[src/rtl/irbt_pkg.sv]
`timescale 1ns / 1ps
`default_nettype none
// ----------------------------------------------------------------------------
// irbt_pkg
// Shared types, widths and per-band constant tables for the infrared
// brightness temperature pipeline.
// ----------------------------------------------------------------------------
package irbt_pkg;

  // result status codes
  typedef enum logic [1:0] {
    ST_OK   = 2'd0,
    ST_BAND = 2'd1,
    ST_ZERO = 2'd2,
    ST_SAT  = 2'd3
  } status_t;

  // side data that travels with every request through the chain
  typedef struct packed {
    logic    dec;   // result already settled
    logic    hot;   // settled result is full scale
    status_t st;
    logic [4:0] idx;
  } side_t;

  localparam logic [5:0]  BAND_FIRST = 6'd20;
  localparam logic [5:0]  BAND_LAST  = 6'd36;
  localparam logic [5:0]  BAND_HOLE  = 6'd26;
  localparam int          NBAND      = 17;
  localparam int          K1_W       = 35;
  localparam int          K2_W       = 28;
  localparam int          XW         = 52;
  localparam int          LW         = 30;
  localparam int          MW         = 31;
  localparam logic [31:0] LN2_Q32    = 32'd2977044472;
  localparam logic [23:0] TEN_E7     = 24'd10000000;
  localparam logic [16:0] BT_MAX     = 17'd131071;

  typedef logic [NBAND-1:0][K1_W-1:0] k1_tab_t;
  typedef logic [NBAND-1:0][K2_W-1:0] k2_tab_t;

  // central wavenumber in units of 1e-3 per cm
  function automatic logic [63:0] cwn_of(input logic [4:0] i);
    logic [63:0] v;
    case (i)
      5'd0:    v = 64'd2641775;
      5'd1:    v = 64'd2505277;
      5'd2:    v = 64'd2518028;
      5'd3:    v = 64'd2465428;
      5'd4:    v = 64'd2235815;
      5'd5:    v = 64'd2200346;
      5'd7:    v = 64'd1477967;
      5'd8:    v = 64'd1362737;
      5'd9:    v = 64'd1173190;
      5'd10:   v = 64'd1027715;
      5'd11:   v = 64'd908088;
      5'd12:   v = 64'd831540;
      5'd13:   v = 64'd748339;
      5'd14:   v = 64'd730896;
      5'd15:   v = 64'd718868;
      5'd16:   v = 64'd704537;
      default: v = 64'd0;
    endcase
    return v;
  endfunction

  // correction slope in units of 1e-7
  function automatic logic [23:0] slope_of(input logic [4:0] i);
    logic [23:0] v;
    case (i)
      5'd0:    v = 24'd9993411;
      5'd1:    v = 24'd9998646;
      5'd2:    v = 24'd9998584;
      5'd3:    v = 24'd9998682;
      5'd4:    v = 24'd9998819;
      5'd5:    v = 24'd9998845;
      5'd7:    v = 24'd9994877;
      5'd8:    v = 24'd9994918;
      5'd9:    v = 24'd9995495;
      5'd10:   v = 24'd9997398;
      5'd11:   v = 24'd9995608;
      5'd12:   v = 24'd9997256;
      5'd13:   v = 24'd9999160;
      5'd14:   v = 24'd9999167;
      5'd15:   v = 24'd9999191;
      5'd16:   v = 24'd9999281;
      default: v = 24'd0;
    endcase
    return v;
  endfunction

  // correction intercept in units of 1e-7
  function automatic logic [22:0] icpt_of(input logic [4:0] i);
    logic [22:0] v;
    case (i)
      5'd0:    v = 23'd4770532;
      5'd1:    v = 23'd926266;
      5'd2:    v = 23'd975800;
      5'd3:    v = 23'd892924;
      5'd4:    v = 23'd731090;
      5'd5:    v = 23'd706042;
      5'd7:    v = 23'd2204921;
      5'd8:    v = 23'd2046087;
      5'd9:    v = 23'd1599191;
      5'd10:   v = 23'd825340;
      5'd11:   v = 23'd1302699;
      5'd12:   v = 23'd718183;
      5'd13:   v = 23'd197261;
      5'd14:   v = 23'd191357;
      5'd15:   v = 23'd181782;
      5'd16:   v = 23'd158304;
      default: v = 23'd0;
    endcase
    return v;
  endfunction

  // first radiation constant term per band, Q16, built at elaboration
  function automatic k1_tab_t mk_k1_tab();
    k1_tab_t     t;
    logic [63:0] c;
    logic [63:0] c2;
    logic [63:0] c4;
    logic [63:0] c5;
    logic [63:0] k;
    for (int i = 0; i < NBAND; i++) begin
      c    = (cwn_of(5'(i)) * 64'd268435456 + 64'd500000) / 64'd1000000;
      c2   = (c * c + 64'd134217728) >> 28;
      c4   = (c2 * c2 + 64'd134217728) >> 28;
      c5   = (c4 * c + 64'd134217728) >> 28;
      k    = (c5 * 64'd119104283 + 64'd204800000) / 64'd409600000;
      t[i] = k[K1_W-1:0];
    end
    return t;
  endfunction

  // second radiation constant term per band, Q16, built at elaboration
  function automatic k2_tab_t mk_k2_tab();
    k2_tab_t     t;
    logic [63:0] k;
    for (int i = 0; i < NBAND; i++) begin
      k    = (64'd143877705 * cwn_of(5'(i)) * 64'd32 + 64'd24414062) / 64'd48828125;
      t[i] = k[K2_W-1:0];
    end
    return t;
  endfunction

  localparam k1_tab_t K1_TAB = mk_k1_tab();
  localparam k2_tab_t K2_TAB = mk_k2_tab();

endpackage
`default_nettype wire

[src/rtl/irbt_norm_cell.sv]
`timescale 1ns / 1ps
`default_nettype none
// ----------------------------------------------------------------------------
// irbt_norm_cell
// One step of the leading-zero normalizer: shifts left by SH when the top
// SH bits are clear and adds SH to the zero count.
// ----------------------------------------------------------------------------
module irbt_norm_cell #(
  parameter int SH = 1
) (
  input  wire logic                   clk,
  input  wire logic                   rst_n,
  input  wire logic                   en,
  input  wire logic                   vld_i,
  input  irbt_pkg::side_t             side_i,
  input  wire logic [irbt_pkg::XW-1:0] w_i,
  input  wire logic [5:0]             lz_i,
  output logic                        vld_o,
  output irbt_pkg::side_t             side_o,
  output logic [irbt_pkg::XW-1:0]     w_o,
  output logic [5:0]                  lz_o
);
  import irbt_pkg::*;

  logic          hit;
  logic [XW-1:0] w_nxt;
  logic [5:0]    lz_nxt;
  logic          vld_r;
  side_t         side_r;
  logic [XW-1:0] w_r;
  logic [5:0]    lz_r;

  // shift when the top field is empty
  always_comb begin
    hit    = (w_i[XW-1 -: SH] == '0);
    w_nxt  = hit ? (w_i << SH) : w_i;
    lz_nxt = hit ? (lz_i + 6'(SH)) : lz_i;
  end

  always_ff @(posedge clk) begin
    if (!rst_n) begin
      vld_r <= 1'b0;
    end else if (en) begin
      vld_r <= vld_i;
    end
  end

  always_ff @(posedge clk) begin
    if (en) begin
      side_r <= side_i;
      w_r    <= w_nxt;
      lz_r   <= lz_nxt;
    end
  end

  assign vld_o  = vld_r;
  assign side_o = side_r;
  assign w_o    = w_r;
  assign lz_o   = lz_r;

endmodule
`default_nettype wire

[config.mk]
export PLATFORM = sky130hd
export DESIGN_NAME = irbt_norm_cell
export DESIGN_NICKNAME = d
export VERILOG_FILES = /design/src/rtl/irbt_pkg.sv /design/src/rtl/irbt_norm_cell.sv
export SDC_FILE = /design/constraint.sdc
export NUM_CORES = 1
export LEC_CHECK = 0
export BUFFER_PORTS_ARGS = -buffer_cell sky130_fd_sc_hd__buf_4
export CORE_MARGIN = 10
export CORE_UTILIZATION = 30
export CTS_CLUSTER_SIZE = 25
export DETAILED_ROUTE_END_ITERATION = 16
export PLACE_DENSITY_LB_ADDON = 0.12
export SYNTH_ARGS = -nofsm -noshare
export SYNTH_HDL_FRONTEND = slang
export SYNTH_SLANG_ARGS = --single-unit
[constraint.sdc]
create_clock -name clk -period 1.7 [get_ports clk]
set_input_delay 0.51 -clock clk [delete_from_list [all_inputs] [get_ports clk]]
set_output_delay 0.51 -clock clk [all_outputs]
set_load 0.02 [all_outputs]
# Word-level counts from Yosys, hierarchy flattened
# Index checks and enable logic that the tools add are counted.
dict set report op_classes {
  addsub 1
  mux 2
}
# operator n
set op_table {}
lappend op_table {{two-way mux 51 bit} 1}
lappend op_table {{adder 6 x 1 -> 6 bit (second input constant)} 1}
lappend op_table {{two-way mux 6 bit} 1}
dict set report word_totals {
  reg_bits 68
  in_bits 71
  output_inout_bits 68
  wordCells 12
}

# Depth between registers and ports, before layout
dict set report logic_depth {
  depth_word 2
  mapped_depth 4
  mapped_depth_nobuf 3
}

# Worst setup path after synthesis
# Ideal clock, no wire load.
dict set report synth_path {
  path_type {input -> register}
  startpoint {input port w_i[51] (netlist bit)}
  endpoint {register w_r[24], in the netlist w_o[24] (data pin)}
  setup_time_ns 0.260
  arrival_ns 1.076
  t_required_ns 1.440
  path_slack_ns 0.364
  cell_stages 3
  n_path_buf 2
  cell_sequence {buf_6 > buf_6 > mux2_2}
}
dict set report synth_between {
  elab_chain_len 1
}
# item line_no
set synth_lines {}
lappend synth_lines {{start: declaration} irbt_norm_cell.sv:16} ;# input wire logic [irbt_pkg::XW-1:0] w_i,
lappend synth_lines {{two-way mux 51 bit} irbt_norm_cell.sv:36} ;# w_nxt = hit ? (w_i << SH) : w_i;
lappend synth_lines {{via w_nxt[24]} irbt_norm_cell.sv:26} ;# logic [XW-1:0] w_nxt;
lappend synth_lines {{end signal: assignment} irbt_norm_cell.sv:51} ;# w_r <= w_nxt;
lappend synth_lines {{end: declaration} irbt_norm_cell.sv:30} ;# logic [XW-1:0] w_r;
# The timed path passes the listed nets, and every way through them passes these cells.
# A chain may end at the register's enable or synchronous reset.

# Worst setup path after layout
dict set report layout_path {
  startpoint {register lz_r[1], in the netlist lz_o[1]}
  endpoint {output port lz_o[1]}
}
# item line_no
set layout_lines {}
lappend layout_lines {{start: declaration} irbt_norm_cell.sv:31} ;# logic [5:0] lz_r;
lappend layout_lines {{start signal: assignment} irbt_norm_cell.sv:52} ;# lz_r <= lz_nxt;
lappend layout_lines {{end: declaration} irbt_norm_cell.sv:21} ;# output logic [5:0] lz_o
# No word-level cell between the ends.

==> results.cfg <==
[outcome]
status = complete, no violations

[floorplanning]
dieHeight_um = 116
coreArea_um2 = 9150
rows = 35
dieArea_um2 = 13600
io_pins = 139
initial_core_util_pct = 30.5
die_w_um = 116

[worst_setup_path]
r2r_start = vld_o$_SDFFE_PN0P_
crit_family = flip-flops
critPathLaunchType = flip-flop
max_stage_delay_ns = 0.39
cp.required_ns = 1.19
crit_fanout = 1
critPathBufInv = 1
ff2ff_path_depth = 2
cp_cell_sequence = buf_4
endpoint_kind = output pin
crit_slowest_cell = edfxtp_1
rrSetupSlack_ns = 1.11
critPathKind = flip-flop to output pin
r2r-end = vld_o$_SDFFE_PN0P_
critPathArrivalTime_ns = 0.90

[logic_synthesis]
synth_top_cell_area_share_pct = 72.0
muxShareOfSynthArea_pct = 20.9
synth_compound_area_share_pct = 0
synth_largest_area_cell = edfxtp_1
synthTopCellsByArea = edfxtp_1 (72%), mux2_2 (21%), buf_6 (1.6%), xnor2_1 (1.3%), nand4b_4 (0.85%)
yosysSeqAreaShare_pct = 72.8
synthesis.area_um2 = 2790
ys_ff_latch = 68
synth_cell_types = 17
syn-instance-count = 140
synth_fa_ha_area_share_pct = 0.448
syn_avg_cell_area_um2 = 19.9
synth_nets = 212
synth_top_family_by_area = multiplexers
synth_warnings = 0
synth-simple-area-share_pct = 2.33
synth_xor_area_share_pct = 1.57

[global_route]
track_usage_pct = 10.7
grt_max_degree = 34
antenna_found_initial = 0
grt_pass1_vias = 2039
grt.overflow.total = 0
grt_pass1_wl_um = 11100

[placed_design]
io_buffer_count = 138
dpl.hpwl_um = 5760
gp_congestion = 0.717

[min_path]
min_to = side_o[2]$_DFFE_PP_
hp-class = primary input to flip-flop
min_from = side_i[2]
whs_path_depth = 1

[drt]
dr.pass1.iters = 4
wirelength_um = 7360
viasPerCell = 4.40
drc = 0
antenna_left = 0
drt-wirelength-per-cell_um = 18.3
drt_iter0_drc = 53
vias = 1769

[final_layout]
drive_gt1_share_pct = 70.8
nFillCells = 827
layout_commonest_cell = buf_4
antenna_cells = 0
area_growth_pct = 49.3
final_cell_mix = buf_4 (139), edfxtp_1 (67), mux2_2 (51)
fin_nets = 360

[clock_tree]
hold_buffers = 0
cts_inserted_buffers = 9
cts_tree = built
insertion_delay_ns = 0.33
root_buffer = clkbuf_8
htreeDepth = 3
post_cts_buffers = 0
clock-sinks = 68
clkTransAtPathRegs_ns = 0.07
cts_max_path_buffers = 2
cts_resized = 0

[timing]
worst_slew_pin_slew_ns = 0.214
hold_viol_final = 0
slew-limit-headroom_pct = 85.7
drv_slew = 0
setup_viol_count_final = 0
finalCritPeriodShare_pct = 82.9
skew_ns = 0
grt_setup_unrepaired = false
timing.final.crit_period_ns = 1.41
setup_tns_ns = 0
fmax_mhz = 710

[power_and_ir_drop]
power_density_nw_per_um2 = 971
p_int_w = 0.00305
p_sw_share_pct = 24.6
seqPwrFrac_pct = 50.8
combPwrFrac_pct = 19.3
power_w = 0.00405
clockPowerShare_pct = 29.9
peakVddDrop_mv = 0.404
power.leakage_nw = 1.71
switchingPower_w = 0.000995

[job]
cap_violations = 0
power by group through the flow:
stage | clock [W] | combinational [W] | sequential [W]
2_1_floorplan | 0 | 0.000146 | 0.00229
3_3_place_gp | 0 | 0.000790 | 0.00209
3_5_place_dp | 0 | 0.000792 | 0.00210
4_1_cts | 0.00125 | 0.000795 | 0.00206
5_1_grt | 0.00132 | 0.000835 | 0.00207
6_report | 0.00121 | 0.000779 | 0.00206
layer usage:
| layer | up-vias | global-route usage (%) | wire [um] |
|---|---|---|---|
| met5 | - | 0 | 0 |
| met4 | 0 | 4.75 | 109 |
| met3 | 8 | 6.83 | 1010 |
| met2 | 93 | 15.9 | 3310 |
| met1 | 829 | 11.9 | 2920 |
| li1 | 839 | - | - |
sequential cells by signal, indices dropped and copies added, names as in the netlist:
register	flops
vld_o	1
side_o	9
w_o	52
lz_o	6
layout make-up:
class | instances | area [um^2] | share of cell area [%]
Timing Repair Buffer | 143 | 1120 | 27.0
Sequential cell | 68 | 2030 | 48.7
Clock inverter | 5 | 45.0 | 1.08
Tap cell | 111 | 139 | 3.33
Clock buffer | 9 | 124 | 2.97
Multi-Input combinational cell | 66 | 706 | 16.9
worst max-delay path by stage:
stage	slack (ns)	to	startpoint	cells after the start
after floorplan	0.36	w_o[24]$_DFFE_PP_	w_i[51]	3
after global placement	0.14	w_o[21]$_DFFE_PP_	w_i[51]	3
after detailed placement	0.14	w_o[14]$_DFFE_PP_	w_i[51]	3
after CTS	0.26	lz_o[1]	lz_o[1]$_DFFE_PP_	1
after global routing	0.25	w_o[11]	w_o[11]$_DFFE_PP_	1
final	0.29	lz_o[1]	lz_o[1]$_DFFE_PP_	1
synthesized netlist by cell type:
library cell	instances
xnor2_1	4
nor2_1	1
nand4b_1	1
buf_2	2
mux2i_1	1
xor2_1	1
edfxtp_1	67
nand4b_4	1
nand2b_1	1
or2_2	1
nor2b_1	1
dfxtp_1	1
and2_1	1
mux2_2	51
nand2_1	1
ha_1	1
buf_6	4
metrics by stage:
| step | util (%) | std cells | setup slack (ns) | hold WS (ns) | instance area (um^2) |
|---|---|---|---|---|---|
| after floorplan | - | 140 | 0.364 | 0.589 | 2790 |
| after global placement | 43.7 | 388 | 0.135 | 0.507 | 4000 |
| after detailed placement | 43.7 | 388 | 0.139 | 0.515 | 4000 |
| after CTS | 45.6 | 402 | 0.262 | 0.331 | 4170 |
| after global routing | 45.6 | 402 | 0.255 | 0.328 | 4170 |
| final | 45.6 | 402 | 0.291 | 0.352 | 4170 |
cell families after synthesis:
family,Yosys count
fa+ha+maj,1
flops,68
xor+xnor,5
mux,52
simple gates,8
buf+inv,6
Power figures use the tool's default switching activity.
