### src/rtl/irbt_pkg.sv
`timescale 1ns / 1ps
`default_nettype none
// ----------------------------------------------------------------------------
// irbt_pkg
// Shared types, widths and per-band constant tables for the infrared
// brightness temperature pipeline.
// ----------------------------------------------------------------------------
package irbt_pkg;

  // result status codes
  typedef enum logic [1:0] {
    ST_OK   = 2'd0,
    ST_BAND = 2'd1,
    ST_ZERO = 2'd2,
    ST_SAT  = 2'd3
  } status_t;

  // side data that travels with every request through the chain
  typedef struct packed {
    logic    dec;   // result already settled
    logic    hot;   // settled result is full scale
    status_t st;
    logic [4:0] idx;
  } side_t;

  localparam logic [5:0]  BAND_FIRST = 6'd20;
  localparam logic [5:0]  BAND_LAST  = 6'd36;
  localparam logic [5:0]  BAND_HOLE  = 6'd26;
  localparam int          NBAND      = 17;
  localparam int          K1_W       = 35;
  localparam int          K2_W       = 28;
  localparam int          XW         = 52;
  localparam int          LW         = 30;
  localparam int          MW         = 31;
  localparam logic [31:0] LN2_Q32    = 32'd2977044472;
  localparam logic [23:0] TEN_E7     = 24'd10000000;
  localparam logic [16:0] BT_MAX     = 17'd131071;

  typedef logic [NBAND-1:0][K1_W-1:0] k1_tab_t;
  typedef logic [NBAND-1:0][K2_W-1:0] k2_tab_t;

  // central wavenumber in units of 1e-3 per cm
  function automatic logic [63:0] cwn_of(input logic [4:0] i);
    logic [63:0] v;
    case (i)
      5'd0:    v = 64'd2641775;
      5'd1:    v = 64'd2505277;
      5'd2:    v = 64'd2518028;
      5'd3:    v = 64'd2465428;
      5'd4:    v = 64'd2235815;
      5'd5:    v = 64'd2200346;
      5'd7:    v = 64'd1477967;
      5'd8:    v = 64'd1362737;
      5'd9:    v = 64'd1173190;
      5'd10:   v = 64'd1027715;
      5'd11:   v = 64'd908088;
      5'd12:   v = 64'd831540;
      5'd13:   v = 64'd748339;
      5'd14:   v = 64'd730896;
      5'd15:   v = 64'd718868;
      5'd16:   v = 64'd704537;
      default: v = 64'd0;
    endcase
    return v;
  endfunction

  // correction slope in units of 1e-7
  function automatic logic [23:0] slope_of(input logic [4:0] i);
    logic [23:0] v;
    case (i)
      5'd0:    v = 24'd9993411;
      5'd1:    v = 24'd9998646;
      5'd2:    v = 24'd9998584;
      5'd3:    v = 24'd9998682;
      5'd4:    v = 24'd9998819;
      5'd5:    v = 24'd9998845;
      5'd7:    v = 24'd9994877;
      5'd8:    v = 24'd9994918;
      5'd9:    v = 24'd9995495;
      5'd10:   v = 24'd9997398;
      5'd11:   v = 24'd9995608;
      5'd12:   v = 24'd9997256;
      5'd13:   v = 24'd9999160;
      5'd14:   v = 24'd9999167;
      5'd15:   v = 24'd9999191;
      5'd16:   v = 24'd9999281;
      default: v = 24'd0;
    endcase
    return v;
  endfunction

  // correction intercept in units of 1e-7
  function automatic logic [22:0] icpt_of(input logic [4:0] i);
    logic [22:0] v;
    case (i)
      5'd0:    v = 23'd4770532;
      5'd1:    v = 23'd926266;
      5'd2:    v = 23'd975800;
      5'd3:    v = 23'd892924;
      5'd4:    v = 23'd731090;
      5'd5:    v = 23'd706042;
      5'd7:    v = 23'd2204921;
      5'd8:    v = 23'd2046087;
      5'd9:    v = 23'd1599191;
      5'd10:   v = 23'd825340;
      5'd11:   v = 23'd1302699;
      5'd12:   v = 23'd718183;
      5'd13:   v = 23'd197261;
      5'd14:   v = 23'd191357;
      5'd15:   v = 23'd181782;
      5'd16:   v = 23'd158304;
      default: v = 23'd0;
    endcase
    return v;
  endfunction

  // first radiation constant term per band, Q16, built at elaboration
  function automatic k1_tab_t mk_k1_tab();
    k1_tab_t     t;
    logic [63:0] c;
    logic [63:0] c2;
    logic [63:0] c4;
    logic [63:0] c5;
    logic [63:0] k;
    for (int i = 0; i < NBAND; i++) begin
      c    = (cwn_of(5'(i)) * 64'd268435456 + 64'd500000) / 64'd1000000;
      c2   = (c * c + 64'd134217728) >> 28;
      c4   = (c2 * c2 + 64'd134217728) >> 28;
      c5   = (c4 * c + 64'd134217728) >> 28;
      k    = (c5 * 64'd119104283 + 64'd204800000) / 64'd409600000;
      t[i] = k[K1_W-1:0];
    end
    return t;
  endfunction

  // second radiation constant term per band, Q16, built at elaboration
  function automatic k2_tab_t mk_k2_tab();
    k2_tab_t     t;
    logic [63:0] k;
    for (int i = 0; i < NBAND; i++) begin
      k    = (64'd143877705 * cwn_of(5'(i)) * 64'd32 + 64'd24414062) / 64'd48828125;
      t[i] = k[K2_W-1:0];
    end
    return t;
  endfunction

  localparam k1_tab_t K1_TAB = mk_k1_tab();
  localparam k2_tab_t K2_TAB = mk_k2_tab();

endpackage
`default_nettype wire

### src/rtl/irbt_sq_cell.sv
`timescale 1ns / 1ps
`default_nettype none
// ----------------------------------------------------------------------------
// irbt_sq_cell
// One fraction bit of log2: squares the Q30 mantissa, and when it reaches
// two sets fraction bit BIT and halves the mantissa.
// ----------------------------------------------------------------------------
module irbt_sq_cell #(
  parameter int BIT = 0
) (
  input  wire logic                   clk,
  input  wire logic                   rst_n,
  input  wire logic                   en,
  input  wire logic                   vld_i,
  input  irbt_pkg::side_t             side_i,
  input  wire logic [irbt_pkg::MW-1:0] m_i,
  input  wire logic [irbt_pkg::LW-1:0] l_i,
  output logic                        vld_o,
  output irbt_pkg::side_t             side_o,
  output logic [irbt_pkg::MW-1:0]     m_o,
  output logic [irbt_pkg::LW-1:0]     l_o
);
  import irbt_pkg::*;

  logic [2*MW-1:0] p;
  logic [MW-1:0]   m_nxt;
  logic [LW-1:0]   l_nxt;
  logic            vld_r;
  side_t           side_r;
  logic [MW-1:0]   m_r;
  logic [LW-1:0]   l_r;

  // square and renormalize
  always_comb begin
    p     = m_i * m_i;
    m_nxt = p[2*MW-1] ? p[2*MW-1 -: MW] : p[2*MW-2 -: MW];
    l_nxt = l_i;
    l_nxt[BIT] = p[2*MW-1];
  end

  always_ff @(posedge clk) begin
    if (!rst_n) begin
      vld_r <= 1'b0;
    end else if (en) begin
      vld_r <= vld_i;
    end
  end

  always_ff @(posedge clk) begin
    if (en) begin
      side_r <= side_i;
      m_r    <= m_nxt;
      l_r    <= l_nxt;
    end
  end

  assign vld_o  = vld_r;
  assign side_o = side_r;
  assign m_o    = m_r;
  assign l_o    = l_r;

endmodule
`default_nettype wire

### config.mk
export PLATFORM = sky130hd
export DESIGN_NAME = irbt_sq_cell
export DESIGN_NICKNAME = d
export VERILOG_FILES = /design/src/rtl/irbt_pkg.sv /design/src/rtl/irbt_sq_cell.sv
export SDC_FILE = /design/constraint.sdc
export NUM_CORES = 2
export LEC_CHECK = 0
export BUFFER_PORTS_ARGS = -buffer_cell sky130_fd_sc_hd__buf_2
export CAP_MARGIN = 0
export CORE_AREA = 2 2 198 345
export DETAILED_ROUTE_END_ITERATION = 10
export DIE_AREA = 0 0 200 347
export HOLD_SLACK_MARGIN = 0.15
export PLACE_DENSITY = 0.65
export SYNTH_ARGS = -nofsm -noshare
export SYNTH_HDL_FRONTEND = slang
export SYNTH_SLANG_ARGS = --single-unit
### constraint.sdc
create_clock -name clk -period 22.2 [get_ports clk]
set_input_delay 4.44 -clock clk [delete_from_list [all_inputs] [get_ports clk]]
set_output_delay 4.44 -clock clk [all_outputs]
set_load 0.03 [all_outputs]
Word level (Yosys, flattened, before mapping)
Index checks and enable logic that the tools add are counted.
{"block": "op_classes", "addsub": 0, "n_mul": 1, "div_mod_pow": 0, "n_lt_le_gt_ge": 0, "eq_ne": 0, "shifts": 0, "n_mux": 1, "bitwise_logic": 0, "n_reduce_logical": 0}
{"op": "multiplier 31 x 31 -> 62 bit", "count": 1}
{"op": "2-to-1 mux 30 bit", "count": 1}
{"block": "totals", "regBits": 71, "latch_bits": 0, "ram_bits": 0, "romBits": 0, "in_bits": 74, "wordCells": 10, "memories": 0}

Depth between registers and ports, before layout
{"block": "depth", "word_depth": 2, "depth_mapped": 30, "mapped_depth_nobuf": 27}

Worst setup path before layout
No wires, ideal clock.
{"block": "synth_timing", "path_type": "input port to flip-flop", "from": "input port m_i[6] (netlist bit)", "to": "register m_r[10] (netlist: m_o[10]) (data pin)", "t_arrival_ns": 11.327, "required_ns": 21.938, "path_slack_ns": 10.611, "path_stages": 25, "cell_sequence": "clkbuf_1 -> clkbuf_1 -> nand2_1 -> fa_1 -> inv_1 -> fa_1 -> fa_1 -> inv_1 -> fa_1 -> inv_1 -> fa_1 -> inv_1 -> fa_1 -> inv_1 -> fa_1 -> fa_1 -> ha_1 -> and3_1 -> a311o_1 -> a211oi_1 -> o211ai_1 -> a211o_1 -> nand3_2 -> buf_4 -> mux2_1"}
{"block": "synth_between", "elab_chain_cells": 2}
{"element": "start: declaration", "line": "irbt_sq_cell.sv:16", "text": "input wire logic [irbt_pkg::MW-1:0] m_i,"}
{"element": "multiplier 31 x 31 -> 62 bit", "line": "irbt_sq_cell.sv:35", "text": "p = m_i * m_i;"}
{"element": "2-to-1 mux 30 bit", "line": "irbt_sq_cell.sv:36", "text": "m_nxt = p[2*MW-1] ? p[2*MW-1 -: MW] : p[2*MW-2 -: MW];"}
{"element": "named net m_nxt[10]", "line": "irbt_sq_cell.sv:26", "text": "logic [MW-1:0] m_nxt;"}
{"element": "end signal: assignment", "line": "irbt_sq_cell.sv:52", "text": "m_r <= m_nxt;"}
{"element": "end: declaration", "line": "irbt_sq_cell.sv:30", "text": "logic [MW-1:0] m_r;"}
The timed path passes the listed nets, and every way through them passes these cells.
A chain may end at the register's enable or synchronous reset.

Worst setup path after layout
{"block": "layout_timing", "from": "input port m_i[15] (netlist bit)", "to": "register m_r[25] (netlist: m_o[25]) (data pin)"}
Same word-level chain as after synthesis.

==> results.yml <==
status:
  status: "finished, final reports clean"
logic_synthesis:
  synth_common_cells: "inv_1 (917), fa_1 (747), nand2_1 (310), ha_1 (269), and2_1 (192)"
  synth_area_per_cell_um2: 9.63
  synth.most_common_cell: "inv_1"
  netlist_area_um2: 29700
  syn_inst: 3082
  synth_edf_count: 70
  async_flop_share: 0
  synth_top_area_cell: "fa_1"
  synthFlopType: "edfxtp_1"
  netlist_top_cells_area: "fa_1 (50%), inv_1 (12%), ha_1 (11%)"
  synth_top_area_frac: 0.504
  ys_ff_latch: 71
  syn_nets: 4172
  ys_seq_area_frac: 0.0715
  yosys_warnings: 0
  yosysUniqueCellTypes: 66
timing:
  skew_ns: 0
  finalSetupViolCount: 0
  fin_crit_sh: 0.620
  rsz0062_at_grt: "no"
  tightest_slew_ns: 1.03
  fin_crit_ns: 13.75
  hold_violations: 0
  slew-limit-headroom: 0.310
  maxSlewViolCount: 0
  fmax_ghz: 0.0727
  tns_ns: 0
min_path:
  min_path_type: "reg2reg"
routing:
  drtIter0Drc: 894
  routed_wl_um: 78900
  dr.pass1.iters: 6
  wl_per_cell_um: 19.6
  avgViaCountPerCell: 5.16
  drc_errors: 0
  drtAntennaViolNets: 0
  dr_total_vias: 20743
finish:
  drive_gt1_frac: 0.0587
  final_util: 0.472
  n_fill_cell: 6399
  antenna_cells: 0
  nNetsFinal: 4219
  finalInstanceArea_um2: 31400
  synthToLayoutAreaGrowth_pct: 5.78
grt:
  grt_usage: 0.244
  grt_pass1_vias: 24148
  grt_pass1_wl_um: 127000
  antenna_found_initial: 1
  grt_max_degree: 72
  grt_overflow_total: 0
cts:
  clock_latency_ns: 0.33
  h-tree-depth: 3
  numCtsBuffers: 9
  cts_tree: "built"
  holdBufCountCts: 0
  cts.sinks: 71
  cts_setup_buffers: 0
  clock_path_buffers: 2
  cts_root_buffer: "clkbuf_16"
  clkTransAtPathRegs_ns: 0.06
  cts_resized: 0
floorplan:
  die_w_um: 200
  start_util: 0.446
  dieArea_um2: 69400
  die_y_um: 347
  io_pins: 145
  core_um2: 66500
  placementRows: 125
worst_setup_path:
  cp.arrival_ns: 13.81
  critPathKind: "in2reg"
  path_max_fanout: 30
  cp-start-kind: "input port"
  cp.required_ns: 22.25
  endpoint_kind: "flop"
job:
  maxCapViolations: 0
place:
  dpl_cell_area_um2: 31100
  hpwl_um: 64200
  place_congestion: 0.929
  port_buffers: 143
## metal layers
| layer | up-vias | routed length (um) | track usage |
|---|---|---|---|
| met3 | 286 | 2690 | 0.0189 |
| met1 | 10706 | 24300 | 0.238 |
| met2 | 601 | 45400 | 0.479 |
| met4 | 2 | 6580 | 0.159 |
| met5 | - | 16 | 0 |
| li1 | 9148 | - | - |
## worst paths after layout
check,startpoint,to,slack (ns),cells past startpoint
worst max register to register,vld_o$_SDFFE_PN0P_,vld_o$_SDFFE_PN0P_,21.61,2
worst min-delay path,vld_o$_SDFFE_PN0P_,vld_o$_SDFFE_PN0P_,0.53,2
worst max-delay path,m_i[15],m_o[25]$_DFFE_PP_,8.45,24
worst min register to register,vld_o$_SDFFE_PN0P_,vld_o$_SDFFE_PN0P_,0.53,2
## metrics by stage
step                      instances  worst slack (ns)  hold slack [ns]
after floorplan                3082             10.61            0.640
after global placement         4007              8.08            0.499
after detailed placement       4007              8.15            0.519
after CTS                      4023              8.46            0.532
after global routing           4023              8.11            0.556
final                          4023              8.45            0.528
## cell usage in the layout (no fill, tap or decap), types with 4 or more instances in the layout
master and instances:
fa_1 747, mux2_1 12, nand2_1 310, buf_4 9, nor2_1 64, o21ai_1 6, a21o_1 24, a21oi_1 79
o211ai_1 7, edfxtp_1 70, or2_2 4, xor2_1 25, and3_1 10, a31o_2 6, a41oi_1 4, nor2b_1 8
nor3_1 11, o31ai_1 5, mux2i_1 10, clkbuf_16 9, and2_1 192, nand4_1 17, o21bai_1 13, nor4_1 4
inv_1 917, buf_2 143, a31oi_1 9, a211oi_1 7, xnor2_1 28, nand3_1 18, o21ai_0 38, ha_1 269
o21a_1 4
## flip-flops by register name, summed over array words and instances, names as in the netlist
| signal | cells |
|---|---|
| l_o | 30 |
| m_o | 31 |
| side_o | 9 |
| vld_o | 1 |
## logic make-up (layout without fill, tap and decap cells)
family / count (synthesis) / after routing / synth area share
muxes: 23 / 23 / 0.00831
xor gates and xnor gates: 53 / 53 / 0.0156
DFF: 71 / 71 / 0.0715
adders and majority gates: 1016 / 1016 / 0.618
buffers and inverters: 1035 / 1087 / 0.132
and+or+nand+nor: 654 / 654 / 0.106
AOI/OAI and AO/OA: 230 / 230 / 0.0495
## critical path, stage by stage
cell and delay, ns:
buf_2 0.57, clkinv_1 0.58, nor2_1 0.40, fa_1 0.50
fa_1 0.55, inv_1 0.06, fa_1 0.60, fa_1 0.47
fa_1 0.55, inv_1 0.05, fa_1 0.54, fa_1 0.44
fa_1 0.48, ha_1 0.39, o21a_1 0.21, a21oi_1 0.27
o21bai_1 0.10, a211oi_1 0.44, o211ai_1 0.33, a211o_1 0.34
nand3_2 0.50, inv_2 0.30, a2111oi_0 0.51, a211oi_1 0.12
## cell type report
cell class	instances	area, um^2	area share
multi-input combinational	1976	23600	0.753
sequential	71	2120	0.0676
clock inverter	7	47.5	0.00152
timing repair buffer	152	783	0.0250
clock buffer	9	225	0.00718
inverter	919	3450	0.110
tap	889	1110	0.0354
Power is not shown: default switching activity piles up to over one toggle a cycle in this logic, so the estimate is an artifact.
