**src/rtl/irbt_pkg.sv**
```systemverilog
`timescale 1ns / 1ps
`default_nettype none
// ----------------------------------------------------------------------------
// irbt_pkg
// Shared types, widths and per-band constant tables for the infrared
// brightness temperature pipeline.
// ----------------------------------------------------------------------------
package irbt_pkg;

  // result status codes
  typedef enum logic [1:0] {
    ST_OK   = 2'd0,
    ST_BAND = 2'd1,
    ST_ZERO = 2'd2,
    ST_SAT  = 2'd3
  } status_t;

  // side data that travels with every request through the chain
  typedef struct packed {
    logic    dec;   // result already settled
    logic    hot;   // settled result is full scale
    status_t st;
    logic [4:0] idx;
  } side_t;

  localparam logic [5:0]  BAND_FIRST = 6'd20;
  localparam logic [5:0]  BAND_LAST  = 6'd36;
  localparam logic [5:0]  BAND_HOLE  = 6'd26;
  localparam int          NBAND      = 17;
  localparam int          K1_W       = 35;
  localparam int          K2_W       = 28;
  localparam int          XW         = 52;
  localparam int          LW         = 30;
  localparam int          MW         = 31;
  localparam logic [31:0] LN2_Q32    = 32'd2977044472;
  localparam logic [23:0] TEN_E7     = 24'd10000000;
  localparam logic [16:0] BT_MAX     = 17'd131071;

  typedef logic [NBAND-1:0][K1_W-1:0] k1_tab_t;
  typedef logic [NBAND-1:0][K2_W-1:0] k2_tab_t;

  // central wavenumber in units of 1e-3 per cm
  function automatic logic [63:0] cwn_of(input logic [4:0] i);
    logic [63:0] v;
    case (i)
      5'd0:    v = 64'd2641775;
      5'd1:    v = 64'd2505277;
      5'd2:    v = 64'd2518028;
      5'd3:    v = 64'd2465428;
      5'd4:    v = 64'd2235815;
      5'd5:    v = 64'd2200346;
      5'd7:    v = 64'd1477967;
      5'd8:    v = 64'd1362737;
      5'd9:    v = 64'd1173190;
      5'd10:   v = 64'd1027715;
      5'd11:   v = 64'd908088;
      5'd12:   v = 64'd831540;
      5'd13:   v = 64'd748339;
      5'd14:   v = 64'd730896;
      5'd15:   v = 64'd718868;
      5'd16:   v = 64'd704537;
      default: v = 64'd0;
    endcase
    return v;
  endfunction

  // correction slope in units of 1e-7
  function automatic logic [23:0] slope_of(input logic [4:0] i);
    logic [23:0] v;
    case (i)
      5'd0:    v = 24'd9993411;
      5'd1:    v = 24'd9998646;
      5'd2:    v = 24'd9998584;
      5'd3:    v = 24'd9998682;
      5'd4:    v = 24'd9998819;
      5'd5:    v = 24'd9998845;
      5'd7:    v = 24'd9994877;
      5'd8:    v = 24'd9994918;
      5'd9:    v = 24'd9995495;
      5'd10:   v = 24'd9997398;
      5'd11:   v = 24'd9995608;
      5'd12:   v = 24'd9997256;
      5'd13:   v = 24'd9999160;
      5'd14:   v = 24'd9999167;
      5'd15:   v = 24'd9999191;
      5'd16:   v = 24'd9999281;
      default: v = 24'd0;
    endcase
    return v;
  endfunction

  // correction intercept in units of 1e-7
  function automatic logic [22:0] icpt_of(input logic [4:0] i);
    logic [22:0] v;
    case (i)
      5'd0:    v = 23'd4770532;
      5'd1:    v = 23'd926266;
      5'd2:    v = 23'd975800;
      5'd3:    v = 23'd892924;
      5'd4:    v = 23'd731090;
      5'd5:    v = 23'd706042;
      5'd7:    v = 23'd2204921;
      5'd8:    v = 23'd2046087;
      5'd9:    v = 23'd1599191;
      5'd10:   v = 23'd825340;
      5'd11:   v = 23'd1302699;
      5'd12:   v = 23'd718183;
      5'd13:   v = 23'd197261;
      5'd14:   v = 23'd191357;
      5'd15:   v = 23'd181782;
      5'd16:   v = 23'd158304;
      default: v = 23'd0;
    endcase
    return v;
  endfunction

  // first radiation constant term per band, Q16, built at elaboration
  function automatic k1_tab_t mk_k1_tab();
    k1_tab_t     t;
    logic [63:0] c;
    logic [63:0] c2;
    logic [63:0] c4;
    logic [63:0] c5;
    logic [63:0] k;
    for (int i = 0; i < NBAND; i++) begin
      c    = (cwn_of(5'(i)) * 64'd268435456 + 64'd500000) / 64'd1000000;
      c2   = (c * c + 64'd134217728) >> 28;
      c4   = (c2 * c2 + 64'd134217728) >> 28;
      c5   = (c4 * c + 64'd134217728) >> 28;
      k    = (c5 * 64'd119104283 + 64'd204800000) / 64'd409600000;
      t[i] = k[K1_W-1:0];
    end
    return t;
  endfunction

  // second radiation constant term per band, Q16, built at elaboration
  function automatic k2_tab_t mk_k2_tab();
    k2_tab_t     t;
    logic [63:0] k;
    for (int i = 0; i < NBAND; i++) begin
      k    = (64'd143877705 * cwn_of(5'(i)) * 64'd32 + 64'd24414062) / 64'd48828125;
      t[i] = k[K2_W-1:0];
    end
    return t;
  endfunction

  localparam k1_tab_t K1_TAB = mk_k1_tab();
  localparam k2_tab_t K2_TAB = mk_k2_tab();

endpackage
`default_nettype wire

```
**src/rtl/irbt_div_cell.sv**
```systemverilog
`timescale 1ns / 1ps
`default_nettype none
// ----------------------------------------------------------------------------
// irbt_div_cell
// One restoring long-division step: shifts in one numerator bit, compares
// with the divisor and shifts out one quotient bit, then registers.
// ----------------------------------------------------------------------------
module irbt_div_cell #(
  parameter int NW = 8,
  parameter int DW = 8
) (
  input  wire logic           clk,
  input  wire logic           rst_n,
  input  wire logic           en,
  input  wire logic           vld_i,
  input  irbt_pkg::side_t     side_i,
  input  wire logic [DW-1:0]  rem_i,
  input  wire logic [DW-1:0]  d_i,
  input  wire logic [NW-1:0]  nq_i,
  output logic                vld_o,
  output irbt_pkg::side_t     side_o,
  output logic [DW-1:0]       rem_o,
  output logic [DW-1:0]       d_o,
  output logic [NW-1:0]       nq_o
);
  import irbt_pkg::*;

  logic [DW:0]   sh;
  logic          qb;
  logic [DW:0]   diff;
  logic [DW-1:0] rem_nxt;
  logic [NW-1:0] nq_nxt;
  logic          vld_r;
  side_t         side_r;
  logic [DW-1:0] rem_r;
  logic [DW-1:0] d_r;
  logic [NW-1:0] nq_r;

  // trial subtract
  always_comb begin
    sh      = {rem_i, nq_i[NW-1]};
    diff    = sh - {1'b0, d_i};
    qb      = (sh >= {1'b0, d_i});
    rem_nxt = qb ? diff[DW-1:0] : sh[DW-1:0];
    nq_nxt  = {nq_i[NW-2:0], qb};
  end

  // control register
  always_ff @(posedge clk) begin
    if (!rst_n) begin
      vld_r <= 1'b0;
    end else if (en) begin
      vld_r <= vld_i;
    end
  end

  // payload registers
  always_ff @(posedge clk) begin
    if (en) begin
      side_r <= side_i;
      rem_r  <= rem_nxt;
      d_r    <= d_i;
      nq_r   <= nq_nxt;
    end
  end

  assign vld_o  = vld_r;
  assign side_o = side_r;
  assign rem_o  = rem_r;
  assign d_o    = d_r;
  assign nq_o   = nq_r;

endmodule
`default_nettype wire

```
**config.mk**
```make
export PLATFORM = sky130hd
export DESIGN_NAME = irbt_div_cell
export DESIGN_NICKNAME = d
export VERILOG_FILES = /design/src/rtl/irbt_pkg.sv /design/src/rtl/irbt_div_cell.sv
export SDC_FILE = /design/constraint.sdc
export NUM_CORES = 1
export LEC_CHECK = 0
export BUFFER_PORTS_ARGS = -buffer_cell sky130_fd_sc_hd__buf_2
export CORE_UTILIZATION = 48
export CTS_BUF_LIST = sky130_fd_sc_hd__clkbuf_4
export CTS_CLUSTER_DIAMETER = 100
export DETAILED_ROUTE_END_ITERATION = 8
export GPL_TIMING_DRIVEN = 1
export PLACE_DENSITY_LB_ADDON = 0.25
export SLEW_MARGIN = 15
export SYNTH_ARGS = -nofsm -noshare
export SYNTH_HDL_FRONTEND = slang
export SYNTH_SLANG_ARGS = --single-unit
export TNS_END_PERCENT = 1
```
**constraint.sdc**
```tcl
create_clock -name clk -period 2.1 [get_ports clk]
set_input_delay 0.105 -clock clk [delete_from_list [all_inputs] [get_ports clk]]
set_output_delay 0.105 -clock clk [all_outputs]
set_load 0.005 [all_outputs]
```
# Word-level counts from Yosys, hierarchy flattened
# Cells that the tools add are included.
[word_totals]
mem_bits_rw = 0
latch_bits = 0
n_memories = 0
input_bits = 37
elab_cells = 11
romBits = 0
regBits = 34
[classes]
magnitude_cmp = 1
bitwise_logic = 0
mux = 1
addsub = 1
n_div = 0
n_mul = 0
eq_ne = 0
reduce_logical = 0
shift = 0
[op_table]
columns = ["op", "count"]
rows = [
  ["$ge A9 B8 Y1", 1],
  ["$mux W8", 1],
  ["$sub A8 B8 Y8", 1],
]

# Logic depth before layout (Yosys ltp)
# Gate-level depths: netlist (run 1).
[depth]
ltp_word = 2
ltp_mapped = 8
depth_no_buf = 8

# Worst setup path after synthesis (run 1)
# Ideal clock, no wire load.
[synth_path]
path_kind = "input to register"
startpoint = "input port nq_i[7]"
endpoint = "register rem_r[6], in the netlist rem_o[6] (data pin)"
n_path_buf = 0
setup_time_ns = 0.260
stages = 8
t_arrival_ns = 1.618
path_slack_ns = 0.222
path_cell_list = "inv_1 -> ha_1 -> fa_1 -> nor2b_1 -> o31a_1 -> nor4_1 -> a311o_1 -> mux2_2"
[synth_via]
elab_chain_len = 2
elab_cells_between_ends = 3
cone_classes = "1 x add/sub; 1 x order compare; 1 x mux"
[synth_lines]
columns = ["item", "line", "source"]
rows = [
  ["from (decl)", "irbt_div_cell.sv:19", "input wire logic [NW-1:0] nq_i,"],
  ["$sub A8 B8 Y8 or $ge A9 B8 Y1 (tied branches)", "irbt_div_cell.sv:42, irbt_div_cell.sv:43", ""],
  ["$mux W8 *", "irbt_div_cell.sv:44", "rem_nxt = qb ? diff[DW-1:0] : sh[DW-1:0];"],
  ["via rem_nxt[6]", "irbt_div_cell.sv:31", "logic [DW-1:0] rem_nxt;"],
  ["to (signal assigned)", "irbt_div_cell.sv:61", "rem_r <= rem_nxt;"],
  ["to (decl)", "irbt_div_cell.sv:35", "logic [DW-1:0] rem_r;"],
]
# The timed path passes the listed nets; every way through them passes the cells marked *.
# A chain may end at the register's enable or synchronous reset.

# Final worst setup path (run 1)
[layout_path]
startpoint = "input port d_i[1]"
endpoint = "register rem_r[6], in the netlist rem_o[6] (data pin)"
[layout_via]
elab_chain_len = 2
elab_cells_between_ends = 3
cone_classes = "1 x add/sub; 1 x order compare; 1 x mux"
[layout_lines]
columns = ["item", "line", "source"]
rows = [
  ["from (decl)", "irbt_div_cell.sv:18", "input wire logic [DW-1:0] d_i,"],
  ["$sub A8 B8 Y8 or $ge A9 B8 Y1 (tied branches)", "irbt_div_cell.sv:42, irbt_div_cell.sv:43", ""],
  ["$mux W8 *", "irbt_div_cell.sv:44", ""],
  ["via rem_nxt[6]", "irbt_div_cell.sv:31", ""],
]
# Marked as above.

==> flow_summary.toml, run 1 <==
[sta]
clock_skew_ns = 0
rsz0062_at_grt = "false"
setup_viol = 0
tns_ns = 0
timing.fmax_mhz = 488.5
whs_ns = 0.03842
fin_crit_sh_pct = 97.48
fin_crit_ns = 2.047
tightest_slew_ns = 0.7421
final-hold-violation-count = 0
relSlewSlack_pct = 50.53
slew_violations = 0

[power_and_ir_drop]
swShare_pct = 24.53
power_w = 0.001512
power.switching_w = 0.0003709
max-vdd-ir-drop_v = 0.0004460
p_leak_nw = 1.021
p_comb_share_pct = 22.2
pwr-share-seq_pct = 55.3
clockPowerShare_pct = 22.5
p_int_w = 0.001141
p_per_area_nw_per_um2 = 660.0

[die]
design.core.area_um2 = 3053
start_util_pct = 50.66
die-area_um2 = 3453
io_pins = 71
dieHeight_um = 58.76
die_width_um = 58.76
row_count = 20

[grt]
busiest_layer = "met2"
grt_pass1_vias = 1250
use_met1_pct = 24.16
grt_use_met3_pct = 6.374
grtUsageTotal_pct = 22.88
grt_max_degree = 35
grt_antenna_before_repair = 0
grt_pass1_wl_mm = 5.658
grt_overflow = 0
met2_usage_pct = 42.05

[status]
status = "finished, final reports clean"

[critical_path]
path_cells = "dlygate4sd3_1 -> buf_2 -> fa_2 -> nor2b_1 -> o31a_1 -> nor4_1 -> a311o_1 -> mux2_2"
crit_path_end_kind = "register"
critical_path_class = "in2reg"
path_delay_family = "buffers and inverters"
crit_fanout = 3
critPathBufInv = 2
cp_data_required_time_ns = 2.19
cp.depth = 8
arrival_ns = 2.13
cp-start-kind = "input port"
reg2reg_depth = 2
slowest_stage = "dlygate4sd3_1"
max_stage_delay_ns = 0.55

[final_layout]
drive_above_1_share_pct = 44.02
final_cell_area_um2 = 2291
finalCoreUtilization_pct = 75.04
nets = 254
antenna_cells = 0
syn2layout_area_growth_pct = 48.14

[logic_synthesis]
yosysSeqAreaShare_pct = 65.37
avgSynthCellArea_um2 = 14.87
yosysWarnings = 0
netlist_instances = 104
synthDistinctLibCells = 32
ys_seq_elements = 34
synth_nets = 150
synth_area_um2 = 1546

[drt]
vias_per_cell = 4.909
ant_nets = 0
finalWirelength_mm = 3.543
wl_per_cell_um = 14.00
num_vias = 1242
drt_iter0_drc = 24
drc = 0
dr.pass1.iters = 4

[clocking]
numCtsBuffers = 5
h-tree-depth = 2
path_clk_slew_ns = 0.09
root_buffer = "clkbuf_4"
cts_max_path_buffers = 2
clock_latency_ns = 0.32
cts_tree = "done"
cts_sinks = 34

[placement]
gp_congestion = 0.7962
io_buffers = 70
dpl.hpwl_mm = 2.162
placed_area_um2 = 1964

[min_path]
min_path_type = "in2reg"
hold_depth = 3

[job]
drv_cap = 0
-- flip-flops by register name (all words and copies together) (netlist names) --
register and count:
vld_o 1, nq_o 8, d_o 8, side_o 9, rem_o 8
-- metal layers --
layer | vias up | part of all wire, %
li1 | 597 | -
met1 | 581 | 38
met2 | 56 | 53
met3 | 8 | 6.3
met4 | 0 | 2.1
met5 | - | 0
-- cells in the mapped netlist (all sizes together) --
cell / number / area [um2]
a31oi: 1 / 6.260
a21o: 3 / 22.52
a41oi: 1 / 27.53
nor4: 1 / 6.260
o21a: 1 / 7.510
xor2: 1 / 8.760
ha: 8 / 100.1
or3: 1 / 6.260
o21ai: 5 / 28.78
a41o: 1 / 10.01
o31a: 1 / 8.760
edfxtp: 33 / 991.0
xnor2: 2 / 17.52
a21oi: 5 / 32.53
fa: 1 / 20.02
inv: 13 / 48.80
nor2: 3 / 11.26
mux2: 5 / 56.30
a311oi: 1 / 8.760
dfxtp: 1 / 20.02
nor2b: 2 / 12.51
mux2i: 3 / 30.03
nand2: 2 / 7.510
a211oi: 1 / 7.510
nor3: 1 / 5.000
nor3b: 1 / 7.510
nand3: 2 / 10.01
a311o: 1 / 10.01
or2b: 1 / 7.510
buf: 2 / 10.01
-- worst min-delay path, stage by stage --
cell,delay [ns]
buf_2,0.07
mux2i_1,0.05
nor2b_1,0.10
-- what timing repair did --
action | in CTS | in global routing
setup endpoints to repair | 0 | 5
buffers inserted | 0 | 1
gates resized for setup | 0 | 3
hold buffers | 25 | 0
hold endpoints to repair | 25 | 0
-- power groups by stage --
stage | sequential, W | combinational (W) | clock [W]
detailed placement | 0.000850 | 0.000287 | 0
finish | 0.000836 | 0.000336 | 0.000340
floorplan | 0.000862 | 0.000136 | 0
CTS | 0.000835 | 0.000324 | 0.000355
global placement | 0.000849 | 0.000277 | 0
global route | 0.000842 | 0.000369 | 0.000383
-- cells in the final DEF, fill, tap and decap left out, types with 3 or more instances in the layout --
cell           count
buf_4              4
mux2i_1            3
edfxtp_1          33
inv_1             13
a21o_1             3
clkbuf_4           6
a21oi_1            3
dlygate4sd3_1     25
mux2_2             5
nor2_1             3
buf_2             70
ha_1               7
o21ai_0            4
-- cells by family after synthesis --
family / count (synthesis) / share of synthesized area (%)
AOI/OAI and AO/OA: 21 / 11.00
muxes: 8 / 5.582
DFF: 34 / 65.37
and+or+nand+nor: 14 / 4.774
buffers and inverters: 15 / 3.803
adders and majority gates: 9 / 7.767
xor gates and xnor gates: 3 / 1.699
-- cell type report --
class / instances / area, um2
Fill cell: 202 / 762.0
Timing Repair Buffer: 99 / 630.6
Sequential cell: 34 / 1011
Tap cell: 44 / 55.05
Multi-Input combinational cell: 55 / 491.7
Clock inverter: 2 / 8.758
Inverter: 13 / 48.80
Clock buffer: 6 / 45.04
-- final timing paths --
check	startpoint	end	slack, ns
hold reg to reg	vld_o	vld_o	0.52
setup / recovery	d_i[1]	rem_o[6]	0.05
hold / removal	vld_i	vld_o	0.04
setup reg to reg	vld_o	vld_o	1.51
-- through the flow --
| stage | setup WS, ns | std cells |
|---|---|---|
| after floorplan | 0.2221 | 104 |
| after global placement | 0.05404 | 219 |
| after detailed placement | 0.01823 | 219 |
| after CTS | 0.01519 | 252 |
| after global routing | 0.005604 | 253 |
| final | 0.05286 | 253 |
Power figures use the tool's default switching activity.
==> inputs of run 2 (changes only) <==
--- a/config.mk
+++ b/config.mk
@@ -6,5 +6,7 @@
 export NUM_CORES = 1
 export LEC_CHECK = 0
+export ABC_CLOCK_PERIOD_IN_PS = 2100
 export BUFFER_PORTS_ARGS = -buffer_cell sky130_fd_sc_hd__buf_2
+export CORE_ASPECT_RATIO = 1.4
 export CORE_UTILIZATION = 48
 export CTS_BUF_LIST = sky130_fd_sc_hd__clkbuf_4
==> constraint.sdc (replaced) <==
create_clock -name clk -period 2.1 [get_ports clk]
set_input_delay 0.525 -clock clk [delete_from_list [all_inputs] [get_ports clk]]
set_output_delay 0.525 -clock clk [all_outputs]
set_load 0.005 [all_outputs]
==> run 2 against run 1 <==
Die area about the same; wire length decreased by 15%; sequential power about the same; final area decreased by 3.5%; utilization decreased by 3.6 points; critical path depth increased by 1; non-clock buffer count decreased by 10; sequential share of layout area increased by 1.6 points; clock power decreased by 2%; first-iteration DRC count decreased by 8.3%; final cell count decreased by 5.9%.
==> flow_summary.toml, run 2 (synthesis results as in run 1) <==
[placement]
gp_congestion = 0.8196
dpl_worst_slack_ns = -0.3793
io_buffers = 70
dpl.hpwl_mm = 2.371

[final_layout]
drive_above_1_share_pct = 55.78
nets = 244
antenna_cells = 0
final_common_cell = "buf_2"
finalCoreUtilization_pct = 71.48
largest_register_ffs = 9
final_cell_mix = "buf_2, edfxtp_1, buf_4"
syn2layout_area_growth_pct = 42.96

[power_and_ir_drop]
max-vdd-ir-drop_v = 0.0004186
p_int_w = 0.001153
p_leak_nw = 1.017
p_comb_share_pct = 23.0
power.switching_w = 0.0003633
clockPowerShare_pct = 22.0
swShare_pct = 23.95
p_per_area_nw_per_um2 = 686.0
pwr-share-seq_pct = 55.0

[critical_path]
max_stage_delay_ns = 0.33
crit_path_end_kind = "register"
critical_path_class = "in2reg"
path_delay_family = "compound AO/OA/AOI/OAI gates"
crit_fanout = 2
critPathBufInv = 3
arrival_ns = 2.15
path_cells = "clkbuf_4 -> inv_12 -> ha_4 -> fa_2 -> nor2b_2 -> o31a_1 -> buf_4 -> a311o_1 -> mux2_4"
cp-start-kind = "input port"
slowest_stage = "a311o_1"
cp_data_required_time_ns = 2.18

[grt]
grt_pass1_wl_mm = 4.961
grt_pass1_vias = 1116
grtUsageTotal_pct = 19.24
grt_antenna_before_repair = 0
grt_max_degree = 35
grt_overflow = 0

[die]
start_util_pct = 50.00
die-area_um2 = 3456
design.core.area_um2 = 3093
dieHeight_um = 69.16
die_width_um = 49.97
row_count = 24
io_pins = 71

[sta]
final-hold-violation-count = 0
slew_violations = 0
setup_viol = 0
relSlewSlack_pct = 67.98
tns_ns = 0
clock_skew_ns = 0
tightest_slew_ns = 0.4752
rsz0062_at_grt = "false"
timing.fmax_mhz = 482.2
fin_crit_ns = 2.074
fin_crit_sh_pct = 98.76
setup_slack_ns = 0.02597

[drt]
dr.pass1.iters = 4
vias_per_cell = 4.824
drc = 0
wl_per_cell_um = 12.58
drt_iter0_drc = 22
ant_nets = 0
finalWirelength_mm = 2.995
num_vias = 1148

[job]
drv_cap = 0

[clocking]
path_clk_slew_ns = 0.10
numCtsBuffers = 5
root_buffer = "clkbuf_4"
cts_sinks = 34
clock_latency_ns = 0.32
ctsHoldBuffers = 0
h-tree-depth = 2
cts_max_path_buffers = 2
cts_tree = "done"

[status]
status = "finished, final reports clean"

[min_path]
min_path_type = "in2reg"
-- run 2: layout make-up --
cell class / count / area (um2)
Tap cell: 39 / 48.80
Timing Repair Buffer: 89 / 508.0
Multi-Input combinational cell: 55 / 528.0
Inverter: 13 / 61.31
Clock buffer: 6 / 45.04
Clock inverter: 2 / 8.758
Fill cell: 218 / 882.1
Sequential cell: 34 / 1011
-- run 2: final timing paths --
kind                            cells after the start       end  slack (ns)    start
worst max register to register                      2     vld_o        1.44    vld_o
worst max-delay path                                9  rem_o[6]        0.03  nq_i[7]
worst min register to register                      2     vld_o        0.59    vld_o
worst min-delay path                                1   nq_o[5]        0.38  nq_i[4]
-- run 2: routing by layer --
layer	vias to the layer above	share of wire (%)	GRT usage, %
met2	44	54	34.08
li1	577	-	-
met4	0	2.3	8.889
met3	8	4.5	3.311
met5	-	0	0
met1	519	39	21.84
-- run 2: power groups by stage --
stage | Sequential (W) | Clock (W) | Combinational [W]
detailed placement | 0.000850 | 0 | 0.000343
finish | 0.000834 | 0.000334 | 0.000349
CTS | 0.000835 | 0.000344 | 0.000348
global route | 0.000841 | 0.000373 | 0.000385
global placement | 0.000848 | 0 | 0.000330
floorplan | 0.000862 | 0 | 0.000158
-- run 2: per-stage QoR --
step	area, um2	cells	hold WS, ns	power (W)
finish	2211	238	0.3764	0.001517
global route	2211	238	0.3563	0.001598
CTS	2186	237	0.3654	0.001527
detailed placement	2125	228	0.5756	0.001194
global placement	2125	228	0.4913	0.001178
floorplan	1602	104	0.5073	0.001020
-- run 2: repair_timing --
action / 4_1_cts / 5_1_grt
resized for setup: 0 / 3
endpoints found under the setup margin: 1 / 1
setup buffers: 1 / 1
pin swaps: 1 / 2
==> inputs of run 3 (changes only) <==
Settings changed: ABC_AREA from default to 1, CORE_UTILIZATION 48 to 49.
==> run 3 against run 2 <==
Power is 1.9% lower; synthesized area grew 8.3%; fmax grew 18%; critical path depth rose by 1; die area increased by 5.9%; largest cell class unchanged; clock-buffer cell count unchanged; via count increased by 11%; final cell count increased by 10%.
==> flow_summary.toml, run 3 <==
[drt]
num_vias = 1275
finalWirelength_mm = 3.617
vias_per_cell = 4.866
ant_nets = 0
wl_per_cell_um = 13.81
dr.pass1.iters = 5
drt_iter0_drc = 28
drc = 0

[die]
dieHeight_um = 71.19
die-area_um2 = 3660
start_util_pct = 52.63
io_pins = 71
die_width_um = 51.42
design.core.area_um2 = 3183
row_count = 24

[logic_synthesis]
ys_seq_elements = 34
yosys-mux-area-fraction_pct = 0
yosysTopAreaCell = "edfxtp_1"
async_reset_ff_share_pct = 0
yosysSeqAreaShare_pct = 60.34
synth-edff-count = 33
synth_commonest_cells = "edfxtp_1, nand2_1, inv_1"
synth_nets = 190
synth_compound_area_share_pct = 1.195
synth_area_um2 = 1675
ys.flop_type = "edfxtp_1"
yosysWarnings = 0
synth-simple-area-share_pct = 24.35
netlist_instances = 144
synth-xor-area-share_pct = 1.568
synthAdderAreaFrac_pct = 7.170
synth.most_common_cell = "edfxtp_1"
synth_top_family_by_area = "simple AND/OR/NAND/NOR gates"
avgSynthCellArea_um2 = 11.63
ys_top_cells_by_area = "edfxtp_1, nand2_1, ha_1, inv_1, nand2_2"
synthDistinctLibCells = 23
yosysTopAreaCellShare_pct = 59.15

[power_and_ir_drop]
p_leak_nw = 1.039
p_comb_share_pct = 21.5
pwr-share-seq_pct = 56.1
p_int_w = 0.001095
power.switching_w = 0.0003928
swShare_pct = 26.40
max-vdd-ir-drop_v = 0.0003765
p_per_area_nw_per_um2 = 696.7
clockPowerShare_pct = 22.4

[sta]
slew_violations = 0
setup_viol = 0
fin_crit_sh_pct = 83.72
timing.fmax_mhz = 568.8
tightest_slew_ns = 0.4159
rsz0062_at_grt = "false"
relSlewSlack_pct = 72.27
final-hold-violation-count = 0
clock_skew_ns = 0
tns_ns = 0
fin_crit_ns = 1.758
whs_ns = 0.3745

[min_path]
min_path_type = "in2reg"
hp-start = "side_i[1]"

[clocking]
numCtsBuffers = 5
cts_sinks = 34
cts_max_path_buffers = 2
clock_latency_ns = 0.32
h-tree-depth = 2
postCtsSetupRepairBufs = 0
cts_resized = 0
root_buffer = "clkbuf_4"
path_clk_slew_ns = 0.09
ctsHoldBuffers = 0
cts_tree = "done"

[critical_path]
critPathBufInv = 1
r2r_start = "vld_o"
cp_data_required_time_ns = 2.17
path_delay_family = "simple AND/OR/NAND/NOR gates"
crit_fanout = 9
path_cells = "buf_2 -> ha_1 -> nand2_1 -> nor2_2 -> nand2_2 -> nor2_4 -> nor2_4 -> nand2_8 -> nand2_2 -> nand2_1"
slowest_stage = "ha_1"
crit_path_end_kind = "register"
max_stage_delay_ns = 0.36
crit_start = "rem_i[4]"
arrival_ns = 1.83
critical_path_class = "in2reg"
cp-start-kind = "input port"

[final_layout]
drive_above_1_share_pct = 44.84
nets = 268
syn2layout_area_growth_pct = 27.48
finalCoreUtilization_pct = 67.10
largest_register_ffs = 9
final_cell_mix = "buf_2, edfxtp_1, nand2_1"
final_common_cell = "buf_2"
n_fill_cell = 294
antenna_cells = 0

[grt]
grt_antenna_before_repair = 0
grt_pass1_wl_mm = 5.727
grt_overflow = 0
grt_max_degree = 36
grtUsageTotal_pct = 21.89
grt_pass1_vias = 1260

[placement]
gp_congestion = 0.8389
io_buffers = 70
dpl.hpwl_mm = 2.975

[job]
drv_cap = 0

[status]
status = "finished, final reports clean"
-- run 3: cell count changes in the layout (fill, tap and decap cells not counted), moves of 2 or more --
cell,before,now
nand2_1,1,29
buf_4,18,1
nand3_1,2,14
inv_1,12,23
nand2_2,1,12
mux2_4,5,0
a21o_1,3,0
mux2i_1,3,0
o21ai_0,4,1
a21oi_2,2,0
ha_1,6,8
ha_4,2,0
nand2_8,0,2
nor2_4,0,2
-- run 3: worst paths after layout --
| path | to | slack (ns) | cells after the start |
|---|---|---|---|
| setup / recovery | rem_o[6] | 0.34 | 10 |
| hold / removal | side_o[1] | 0.37 | 1 |
| setup reg to reg | vld_o | 1.47 | 2 |
| hold reg to reg | vld_o | 0.54 | 2 |
-- run 3: cell type report --
| cell class | instances | area (um2) | share of cell area [%] |
|---|---|---|---|
| Multi-Input combinational cell | 86 | 574.3 | 26.89 |
| Clock buffer | 6 | 45.04 | 2.109 |
| Timing Repair Buffer | 71 | 357.8 | 16.75 |
| Clock inverter | 2 | 8.758 | 0.4101 |
| Sequential cell | 34 | 1011 | 47.33 |
| Tap cell | 39 | 48.80 | 2.285 |
| Inverter | 24 | 90.09 | 4.218 |
-- run 3: power by group through the flow --
stage / Combinational, W / Sequential [W] / Clock [W]
floorplan: 0.000164 / 0.000861 / 0
global placement: 0.000313 / 0.000849 / 0
detailed placement: 0.000323 / 0.000851 / 0
CTS: 0.000325 / 0.000836 / 0.000349
global route: 0.000358 / 0.000842 / 0.000369
finish: 0.000321 / 0.000834 / 0.000333
-- run 3: cell families (layout without fill, tap and decap cells) --
kind of cell / Yosys count / after routing
AOI/OAI and AO/OA: 4 / 4
buffers and inverters: 24 / 103
and+or+nand+nor: 70 / 70
DFF: 34 / 34
xor gates and xnor gates: 3 / 3
adders and majority gates: 9 / 9
-- run 3: worst register-to-register path, stage by stage, from the launching register on --
cell and delay [ns]:
dfxtp_1 0.32, o21ai_0 0.15, a21oi_1 0.05
-- run 3: per-layer routing --
layer	vias to the layer above	wire (um)	GRT usage, %
met2	56	2063	40.12
met4	0	39	8.709
met1	581	1273	23.45
met3	4	240	4.946
li1	634	-	-
met5	-	0	0
-- run 3: metrics by stage --
step / instance area, um2 / setup WS (ns) / instances / power, W
floorplan: 1675 / 0.2726 / 144 / 0.001025
global placement: 2082 / 0.04485 / 254 / 0.001162
detailed placement: 2082 / 0.01201 / 254 / 0.001174
CTS: 2136 / 0.3659 / 262 / 0.001509
global route: 2136 / 0.2773 / 262 / 0.001569
finish: 2136 / 0.3419 / 262 / 0.001488
